### config.mk
export PLATFORM = sky130hd
export DESIGN_NAME = msegt_max
export DESIGN_NICKNAME = d
export VERILOG_FILES = /design/src/design/msegt_pkg.sv /design/src/design/msegt_max.sv
export SDC_FILE = /design/constraint.sdc
export NUM_CORES = 1
export LEC_CHECK = 0
export ABC_AREA = 1
export BUFFER_PORTS_ARGS = -buffer_cell sky130_fd_sc_hd__buf_2
export CAP_MARGIN = 30
export CORE_MARGIN = 1.5
export CORE_UTILIZATION = 35
export DETAILED_ROUTE_END_ITERATION = 12
export PLACE_DENSITY = 0.62
export SLEW_MARGIN = 20
export SYNTH_ARGS = -nofsm -noshare
export SYNTH_HDL_FRONTEND = slang
export SYNTH_SLANG_ARGS = --single-unit
### constraint.sdc
create_clock -name vclk -period 4.2
set_input_delay 0 -clock vclk [all_inputs]
set_output_delay 0 -clock vclk [all_outputs]
set_load 0.05 [all_outputs]
### src/design/msegt_pkg.sv
// Shared constants for the max segment tree block.
package msegt_pkg;

  localparam int LEAVES_DEF     = 1024;
  localparam int VALUE_BITS_DEF = 48;
  localparam int NODE_W_DEF     = $clog2(LEAVES_DEF) + 1;

  localparam logic REQ_UPDATE = 1'b0;
  localparam logic REQ_QUERY  = 1'b1;

endpackage

### src/design/msegt_max.sv
// Shared max unit: merges up to two enabled candidates into a running value.
module msegt_max #(
  parameter int DATA_W = msegt_pkg::VALUE_BITS_DEF
) (
  input  logic signed [DATA_W-1:0] base,
  input  logic signed [DATA_W-1:0] cand_a,
  input  logic                     en_a,
  input  logic signed [DATA_W-1:0] cand_b,
  input  logic                     en_b,
  output logic signed [DATA_W-1:0] result
);
  import msegt_pkg::*;

  logic signed [DATA_W-1:0] step_a;

  always_comb begin
    step_a = (en_a && (cand_a > base)) ? cand_a : base;
    result = (en_b && (cand_b > step_a)) ? cand_b : step_a;
  end

endmodule

==> impl_metrics.yaml, run 1 <==
final_layout:
  n_clock_buffer: 0
  area_growth_pct: 31.9
  seq_cells: 0
  nets: 1188
  regArea_um2: 0
  diodes: 0
  drive_gt1_frac: 0.256
  fill_cells: 1333
grt:
  overflow: 0
  grt_use_total: 0.223
  grt_pass1_wl_mm: 23.9
  first_global_vias: 5174
  grt_max_degree: 49
  antenna_found_initial: 0
drt:
  vias_per_cell: 5.15
  drt_iter0_drc: 377
  vias: 5622
  drc_errors: 0
  drt-pass1-iter-count: 5
  totalWireLength_mm: 15.0
  antenna_left: 0
  drt-wirelength-per-cell_um: 13.8
floorplan:
  fp.dieH_um: 114
  ioPinCount: 194
  floorplan.initialDensity: 0.359
  die-area_um2: 12900
  fp.dieW_um: 114
  rows: 40
  core_area_um2: 12000
min_path:
  min_delay_path_depth: 4
  hold_end: "result[6]"
  hold_class: "input pin to output port"
  min-delay-start: "cand_b[6]"
power:
  p_leak_nw: 3.60
  ir_drop_uv: 131
  power.density_nw_per_um2: 239
sta:
  tightest_slew_ps: 520
  setup_tns_ps: 0
  finalWorstSetupSlack_ps: 366
  hold_viol_final: 0
  fin_crit_ps: 3830
  relSlewSlack: 0.653
  finalCritPeriodShare: 0.913
  setup_viol: 0
  timing.fmax_ghz: 0.261
  slew_viol_final: 0
  rsz0062_at_grt: "false"
synth:
  synth_compound_area_frac: 0.0723
  synthXorXnorAreaFrac: 0
  synth_area_um2: 4290
  synth_cells: 770
  syn_area_per_cell_um2: 5.57
  synth_simple_gate_area_frac: 0.486
  synth_top_family_by_area: "simple AND/OR/NAND/NOR gates"
  yosys.cell_types.count: 26
  postSynthNetCount: 1012
  synthAdderAreaFrac: 0.280
  yosysWarnings: 0
  muxShareOfSynthArea: 0
  yosysSeqAreaShare: 0
place:
  gp_congestion: 0.857
  place_hpwl_mm: 12.1
  port_buffers: 194
  dp_slack_ps: 130
worst_setup_path:
  cp_cell_sequence: "buf_2, inv_1, ha_1, a21oi_1, o21ai_0, a21oi_2, nand2_1, nand2_1, nand3_1, nand2_4, nand3_4, buf_12, nand2_1, nand2_1, ha_1, nand4_1, nor2_1, nand4_1, o21ai_0, clkinv_1, buf_4, nand4_1, nand2_1, clkbuf_4"
  cpMostUsedCell: "nand2_1"
  crit_arrival_ps: 3830
  crit_path_end_kind: "output port"
  crit_type: "input pin to output port"
  critical_path_required_ps: 4200
  critPathLaunchType: "input pin"
  slowest_stage: "buf_4"
  crit_fanout: 48
  max_stage_delay_ps: 320
status:
  status: "complete, no violations"
flow_run:
  cap_violations: 0
## power breakdown
group | internal [mW] | leakage [nW] | switching [mW]
Combinational | 0.449 | 3.60 | 0.902
Clock | 0 | 0 | 0
Sequential | 0 | 0 | 0
Total | 0.449 | 3.60 | 0.902
## layer usage
metal | share of wire | track usage
met1 | 0.46 | 0.309
met2 | 0.47 | 0.394
met3 | 0.064 | 0.00797
met4 | 0.0083 | 0.0275
met5 | 0 | 0
## synthesized netlist by cell type
cell	instances	share of area
buf_1	2	0.0018
nor3_1	2	0.0023
nand2_1	240	0.21
inv_1	124	0.11
inv_2	2	0.0018
nand2_2	11	0.016
nand3_2	1	0.0023
a21o_1	3	0.0052
clkbuf_1	13	0.011
a21oi_1	40	0.047
buf_4	2	0.0035
buf_6	5	0.013
o21a_1	4	0.0070
nand4_1	101	0.15
nand3b_1	2	0.0035
o21bai_1	1	0.0018
nand3_1	59	0.069
nor4_1	3	0.0044
o21ai_0	10	0.012
buf_2	17	0.020
ha_1	96	0.28
clkbuf_4	1	0.0018
nand4_2	1	0.0029
nor2_2	3	0.0044
nor2_1	26	0.023
and2_1	1	0.0015
## layout by cell type (no fill, tap or decap), types with 10 or more instances in the layout
cell,synthesis,final
nand2_2,11,11
buf_2,17,156
a21oi_1,40,38
nand4_1,101,101
nand2_1,240,239
nor2_1,26,24
ha_1,96,95
o21ai_0,10,10
nand3_1,59,58
inv_1,124,123
clkbuf_4,1,20
buf_4,2,27
## worst max-delay path, delay by kind of cell
kind | cells | cell delay [ps]
AOI/OAI and AO/OA | 4 | 670
adders and majority gates | 2 | 620
and+or+nand+nor | 12 | 1510
buffers and inverters | 6 | 980
## cell families (layout without fill, tap and decap cells)
family / count (synthesis) / after routing
buffers and inverters: 166 / 340
adder cells (fa/ha/maj): 96 / 96
AO/OA/AOI/OAI: 58 / 58
AND/OR/NAND/NOR: 450 / 450
## per-stage QoR
stage / power [mW] / cell area [um2] / util / hold WS [ps] / std cells
2_1_floorplan: 0.915 / 4290 / - / 352 / 770
3_5_place_dp: 1.25 / 5400 / 0.452 / 436 / 1087
4_1_cts: 1.26 / 5400 / 0.452 / 436 / 1087
6_report: 1.35 / 5660 / 0.473 / 414 / 1091
3_3_place_gp: 1.25 / 5400 / 0.452 / 435 / 1087
5_1_grt: 1.49 / 5660 / 0.473 / 452 / 1091
## worst max path at each step
stage / startpoint / slack [ps] / endpoint
after global routing: base[27] / 20 / result[0]
after CTS: base[13] / 110 / result[30]
final: base[13] / 370 / result[40]
after floorplan: base[47] / 760 / result[27]
after global placement: base[13] / 150 / result[30]
after detailed placement: base[13] / 130 / result[30]
## cell type report
type                            instances  area (um2)  share of cell area
Inverter                              126         473              0.0836
Multi-Input combinational cell        604        3670               0.648
Tap cell                              147         184              0.0325
Timing Repair Buffer                  214        1340               0.236
## what timing repair did
action                     4_1_cts  5_1_grt
setup endpoints to repair        0       48
gates resized for setup          0       72
hold buffers                     0        0
setup buffers                    0        2
(Power assumes the default switching activity.)
==> inputs of run 2 (changes only) <==
==> constraint.sdc (replaced) <==
create_clock -name vclk -period 4.2
set_input_delay 0.42 -clock vclk [all_inputs]
set_output_delay 0.42 -clock vclk [all_outputs]
set_load 0.05 [all_outputs]
==> run 2 against run 1 <==
Die area did not move. Final cell count rose by 16%. Setup slack got worse by 910 ps. Largest power group unchanged. The flow now finishes with violations (setup timing). Sequential share of layout area did not move. Critical path depth rose by 3. Via count rose by 20%. Total power rose by 58%. Count of clock-buffer cells in the layout did not move. Core utilization rose by 27 points. Non-clock buffer count rose by 171. First-iteration DRC count rose by 5.0%.
==> impl_metrics.yaml, run 2 (same netlist as run 1, synthesis figures left out) <==
floorplan:
  die-area_um2: 12900
  rows: 40
  floorplan.initialDensity: 0.359
  core_area_um2: 12000
  fp.dieH_um: 114
  ioPinCount: 194
  fp.dieW_um: 114
worst_setup_path:
  crit_family: "simple AND/OR/NAND/NOR gates"
  crit_arrival_ps: 4320
  max_stage_delay_ps: 290
  critPathLaunchType: "input pin"
  crit_path_end_kind: "output port"
  slowest_stage: "ha_1"
  critical_path_required_ps: 3780
  cpMostUsedCell: "nand2_1"
  crit_fanout: 20
  crit_type: "input pin to output port"
  crit_buf_inv: 9
drt:
  drt_iter0_drc: 396
  drt-wirelength-per-cell_um: 17.0
  totalWireLength_mm: 21.4
  vias_per_cell: 5.34
  vias: 6735
  drc_errors: 0
  drt-pass1-iter-count: 5
  antenna_left: 0
sta:
  hold_viol_final: 0
  setup_viol: 48
  relSlewSlack: 0.739
  tightest_slew_ps: 387
  timing.fmax_ghz: 0.211
  fin_crit_ps: 4740
  finalWorstSetupSlack_ps: -541
  slew_viol_final: 0
  rsz0062_at_grt: "true"
  finalCritPeriodShare: 1.13
min_path:
  hold_class: "input pin to output port"
final_layout:
  final_cells: 1262
  final_area_um2: 8910
  drive_gt1_frac: 0.554
  layout_common_cells: "nand2_1 (164), buf_4 (150), buf_2 (140)"
  area_growth_pct: 108
  diodes: 0
  seq_cells: 0
  layout_commonest_cell: "nand2_1"
  final_core_util: 0.745
  nets: 1359
  regArea_um2: 0
  n_clock_buffer: 0
grt:
  met1_usage: 0.348
  grt-busiest-layer: "met2"
  grt_pass1_wl_mm: 28.4
  grt_use_total: 0.265
  grt_util_met2: 0.473
  overflow: 0
  use_met3: 0.0223
  grt_max_degree: 49
  first_global_vias: 6044
  antenna_found_initial: 0
power:
  power_frac_clock: 0
  p_leak_nw: 4.88
  ir_drop_uv: 178
  p_int_mw: 0.949
  p_comb_frac: 1.000
  power.density_nw_per_um2: 240
  p_sw_mw: 1.19
  p_sw_frac: 0.557
  pwr-share-seq: 0
place:
  gp_congestion: 0.863
  place_area_um2: 6420
  placed_cells: 1212
  port_buffers: 194
  place_hpwl_mm: 12.9
flow_run:
  cap_violations: 0
status:
  status: "finished, violations left"
  violations: "setup timing"
## run 2: cell types whose count changed in the layout (fill, tap and decap cells not counted), sizes merged
cell    previous run  this run
clkbuf            22        11
buf              192       374
## run 2: path summary, 6_finish.rpt
kind | startpoint | endpoint | cells after the start
hold / removal | cand_b[14] | result[14] | 4
setup / recovery | cand_a[34] | result[36] | 27
## run 2: area by class of cell
type                       count  area [um2]
multi-input combinational    604        4850
inverter                     126         477
fill                         895        3050
tap                          147         184
timing repair buffer         385        3400
## run 2: through the flow
| stage | hold slack [ps] | TNS (ps) | power (mW) | setup WS (ps) |
|---|---|---|---|---|
| after global routing | 1260 | -32130 | 2.27 | -709 |
| after floorplan | 1100 | 0 | 0.932 | 27.2 |
| after CTS | 1240 | -16970 | 1.69 | -386 |
| after detailed placement | 1270 | -31010 | 1.39 | -689 |
| final | 1240 | -23440 | 2.14 | -541 |
| after global placement | 1280 | -31500 | 1.38 | -689 |
## run 2: timing repair
action,CTS,global route
pin swaps,19,86
gates cloned,7,12
hold buffers,0,0
endpoints found under the setup margin,48,48
gates resized for setup,154,259
setup buffers,18,15
## run 2: layer usage
metal	part of all wire	up-vias
li1	-	3289
met1	0.40	3101
met2	0.51	279
met3	0.057	66
met4	0.034	0
met5	0	-
## run 2: power by group through the flow
| stage | Clock [mW] | Sequential, mW | Combinational (mW) |
|---|---|---|---|
| after floorplan | 0 | 0 | 0.932 |
| after global placement | 0 | 0 | 1.38 |
| after detailed placement | 0 | 0 | 1.39 |
| after CTS | 0 | 0 | 1.69 |
| after global routing | 0 | 0 | 2.27 |
| final | 0 | 0 | 2.14 |
==> inputs of run 3 (changes only) <==
--- a/config.mk
+++ b/config.mk
@@ -9,9 +9,9 @@
 export BUFFER_PORTS_ARGS = -buffer_cell sky130_fd_sc_hd__buf_2
 export CAP_MARGIN = 30
 export CORE_MARGIN = 1.5
-export CORE_UTILIZATION = 35
+export CORE_UTILIZATION = 51
 export DETAILED_ROUTE_END_ITERATION = 12
-export PLACE_DENSITY = 0.62
+export PLACE_DENSITY = 0.85
 export SLEW_MARGIN = 20
 export SYNTH_ARGS = -nofsm -noshare
 export SYNTH_HDL_FRONTEND = slang
==> run 3 against run 2 <==
The run now fails in global routing. Area after synthesis stayed put. Synthesized cell count unchanged.
==> impl_metrics.yaml, run 3 <==
status:
  status: "did not finish"
  failing_step: "global routing"
  error_message: "[ERROR DPL-0038] Utilization greater than 100%, impossible to legalize"
place:
  port_buffers: 194
  place_hpwl_mm: 12.5
  gp_congestion: 0.887
  placed_cells: 1139
  dp_slack_ps: -501
synth:
  postSynthNetCount: 1012
  yosys.area.top_type: "ha_1"
  synth.top_cell.area_share: 0.280
  yosysWarnings: 0
  synth_common_cells: "nand2_1 (240), inv_1 (124), nand4_1 (101)"
  synth_area_um2: 4290
  yosysMostFrequentCell: "nand2_1"
  synth_cells: 770
  syn_area_per_cell_um2: 5.57
  yosys.cell_types.count: 26
  yosysSeqAreaShare: 0
  synth_area_leaders: "ha_1 (28%), nand2_1 (21%), nand4_1 (15%), inv_1 (11%), nand3_1 (6.9%)"
floorplan:
  ioPinCount: 194
  rows: 33
  fp.dieW_um: 94.7
  fp.dieH_um: 94.7
  floorplan.initialDensity: 0.525
sta:
  worst-ep-kind: "output port"
  grt-worst-endpoint: "result[47]"
grt:
  grt_max_degree: 49
clocking:
  cts_hold_buf: 0
## run 3: cell counts after synthesis
Identical to the previous run, type by type.
## run 3: cell families after synthesis
family	after synthesis	share of synthesized area
buf+inv	166	0.162
compound gates	58	0.0723
simple gates	450	0.486
fa+ha+maj	96	0.280
## run 3: per-stage QoR
stage | utilization | cell area [um2] | hold WS, ps
after detailed placement | 0.751 | 6140 | 1270
after global placement | 0.751 | 6140 | 1270
after floorplan | - | 4340 | 1100
after CTS | 0.776 | 6340 | 1260
## run 3: timing repair
item                                    4_1_cts
pin swaps                                     5
resized for setup                            63
setup buffers                                 2
endpoints found under the setup margin       48
==> inputs of run 4 (changes only) <==
--- a/config.mk
+++ b/config.mk
@@ -9,9 +9,9 @@
 export BUFFER_PORTS_ARGS = -buffer_cell sky130_fd_sc_hd__buf_2
 export CAP_MARGIN = 30
 export CORE_MARGIN = 1.5
-export CORE_UTILIZATION = 51
+export CORE_UTILIZATION = 40
 export DETAILED_ROUTE_END_ITERATION = 12
-export PLACE_DENSITY = 0.85
+export PLACE_DENSITY_LB_ADDON = 0.15
 export SLEW_MARGIN = 20
 export SYNTH_ARGS = -nofsm -noshare
 export SYNTH_HDL_FRONTEND = slang
==> run 4 against run 3 <==
The flow now finishes, with violations (setup timing).
==> impl_metrics.yaml, run 4 (same netlist as run 1, synthesis figures left out) <==
sta:
  setup_tns_ps: -23830
  fin_crit_ps: 4760
  slew_viol_final: 0
  rsz0062_at_grt: "true"
  setup_viol: 48
  hold_viol_final: 0
  finalWorstSetupSlack_ps: -564
  timing.fmax_ghz: 0.210
  finalCritPeriodShare: 1.13
  relSlewSlack: 0.736
  tightest_slew_ps: 396
final_layout:
  nets: 1318
  seq_cells: 0
  layout_common_cells: "buf_2 (141), nand2_1 (132), buf_4 (125)"
  drive_gt1_frac: 0.532
  regArea_um2: 0
  diodes: 0
  layout_commonest_cell: "buf_2"
  area_growth_pct: 94.2
  final_area_um2: 8330
  final_core_util: 0.803
  n_clock_buffer: 0
clocking:
  cts_hold_buf: 0
floorplan:
  fp.dieW_um: 107
  fp.dieH_um: 107
  die-area_um2: 11400
  core_area_um2: 10400
  floorplan.initialDensity: 0.414
  rows: 37
  ioPinCount: 194
worst_setup_path:
  slowest_stage: "ha_1"
  critical_path_required_ps: 3780
  cpMostUsedCell: "nand2_2"
  max_stage_delay_ps: 300
  critPathLaunchType: "input pin"
  crit_path_end_kind: "output port"
  crit_fanout: 17
  crit_arrival_ps: 4340
  crit_start: "base[23]"
  endpoint: "result[3]"
  crit_type: "input pin to output port"
power:
  p_leak_nw: 4.60
  p_sw_frac: 0.578
  p_sw_mw: 1.16
  ir_drop_uv: 182
  power.density_nw_per_um2: 241
  pwr-share-seq: 0
  p_comb_frac: 1.000
  finalPower_mw: 2.01
  power_frac_clock: 0
  p_int_mw: 0.848
drt:
  vias_per_cell: 5.54
  drt_iter0_drc: 437
  drc_errors: 0
  drt-pass1-iter-count: 5
  totalWireLength_mm: 20.1
  antenna_left: 0
  drt-wirelength-per-cell_um: 16.6
  vias: 6698
grt:
  antenna_found_initial: 0
  grt_pass1_wl_mm: 25.8
  first_global_vias: 5875
  grt_use_total: 0.270
  overflow: 0
  grt_max_degree: 49
place:
  gp_congestion: 0.843
  place_area_um2: 6300
  place_hpwl_mm: 12.4
  port_buffers: 194
  dp_slack_ps: -528
min_path:
  hold_class: "input pin to output port"
flow_run:
  cap_violations: 0
status:
  status: "finished, violations left"
  violations: "setup timing"
run 4: worst min-delay path by stage:
| stage | start | endpoint | slack [ps] | cells after the start |
|---|---|---|---|---|
| global placement | cand_b[10] | result[10] | 1270 | 4 |
| finish | cand_b[0] | result[0] | 1250 | 4 |
| floorplan | cand_b[27] | result[27] | 1100 | 2 |
| CTS | cand_b[15] | result[15] | 1240 | 4 |
| detailed placement | cand_b[10] | result[10] | 1280 | 4 |
| global route | cand_b[0] | result[0] | 1260 | 4 |
run 4: final cells by class:
| type | count | area [um2] |
|---|---|---|
| fillers | 697 | 2040 |
| inverters | 126 | 478 |
| repair buffers | 344 | 2840 |
| well taps | 136 | 170 |
| multi-input cells | 604 | 4840 |
run 4: per-stage QoR:
step / cells / hold WS, ps
final: 1210 / 1250
after global routing: 1210 / 1260
after CTS: 1191 / 1240
after detailed placement: 1188 / 1280
after global placement: 1188 / 1270
after floorplan: 770 / 1100
run 4: critical path, delay by kind of cell:
family	cells	cell delay [ps]
AOI/OAI and AO/OA	1	60
adders and majority gates	2	570
buffers and inverters	8	1270
and+or+nand+nor	17	1990
run 4: per-layer routing:
layer	up-vias	wire (um)	GRT usage
met4	0	769	0.0571
met5	-	0	0
met2	358	10000	0.497
li1	3203	-	-
met3	73	1590	0.0172
met1	3064	7720	0.342
run 4: power by group through the flow:
| stage | Clock (mW) | Combinational, mW | Sequential (mW) |
|---|---|---|---|
| floorplan | 0 | 0.932 | 0 |
| global placement | 0 | 1.36 | 0 |
| detailed placement | 0 | 1.37 | 0 |
| CTS | 0 | 1.52 | 0 |
| global route | 0 | 2.13 | 0 |
| finish | 0 | 2.01 | 0 |
run 4: repair_timing:
| action | in CTS | in global routing |
|---|---|---|
| buffers inserted | 2 | 12 |
| gates cloned | 1 | 8 |
| resized for setup | 91 | 295 |
| endpoints found under the setup margin | 48 | 48 |
| pin swaps | 4 | 76 |
| hold endpoints to repair | 0 | 0 |
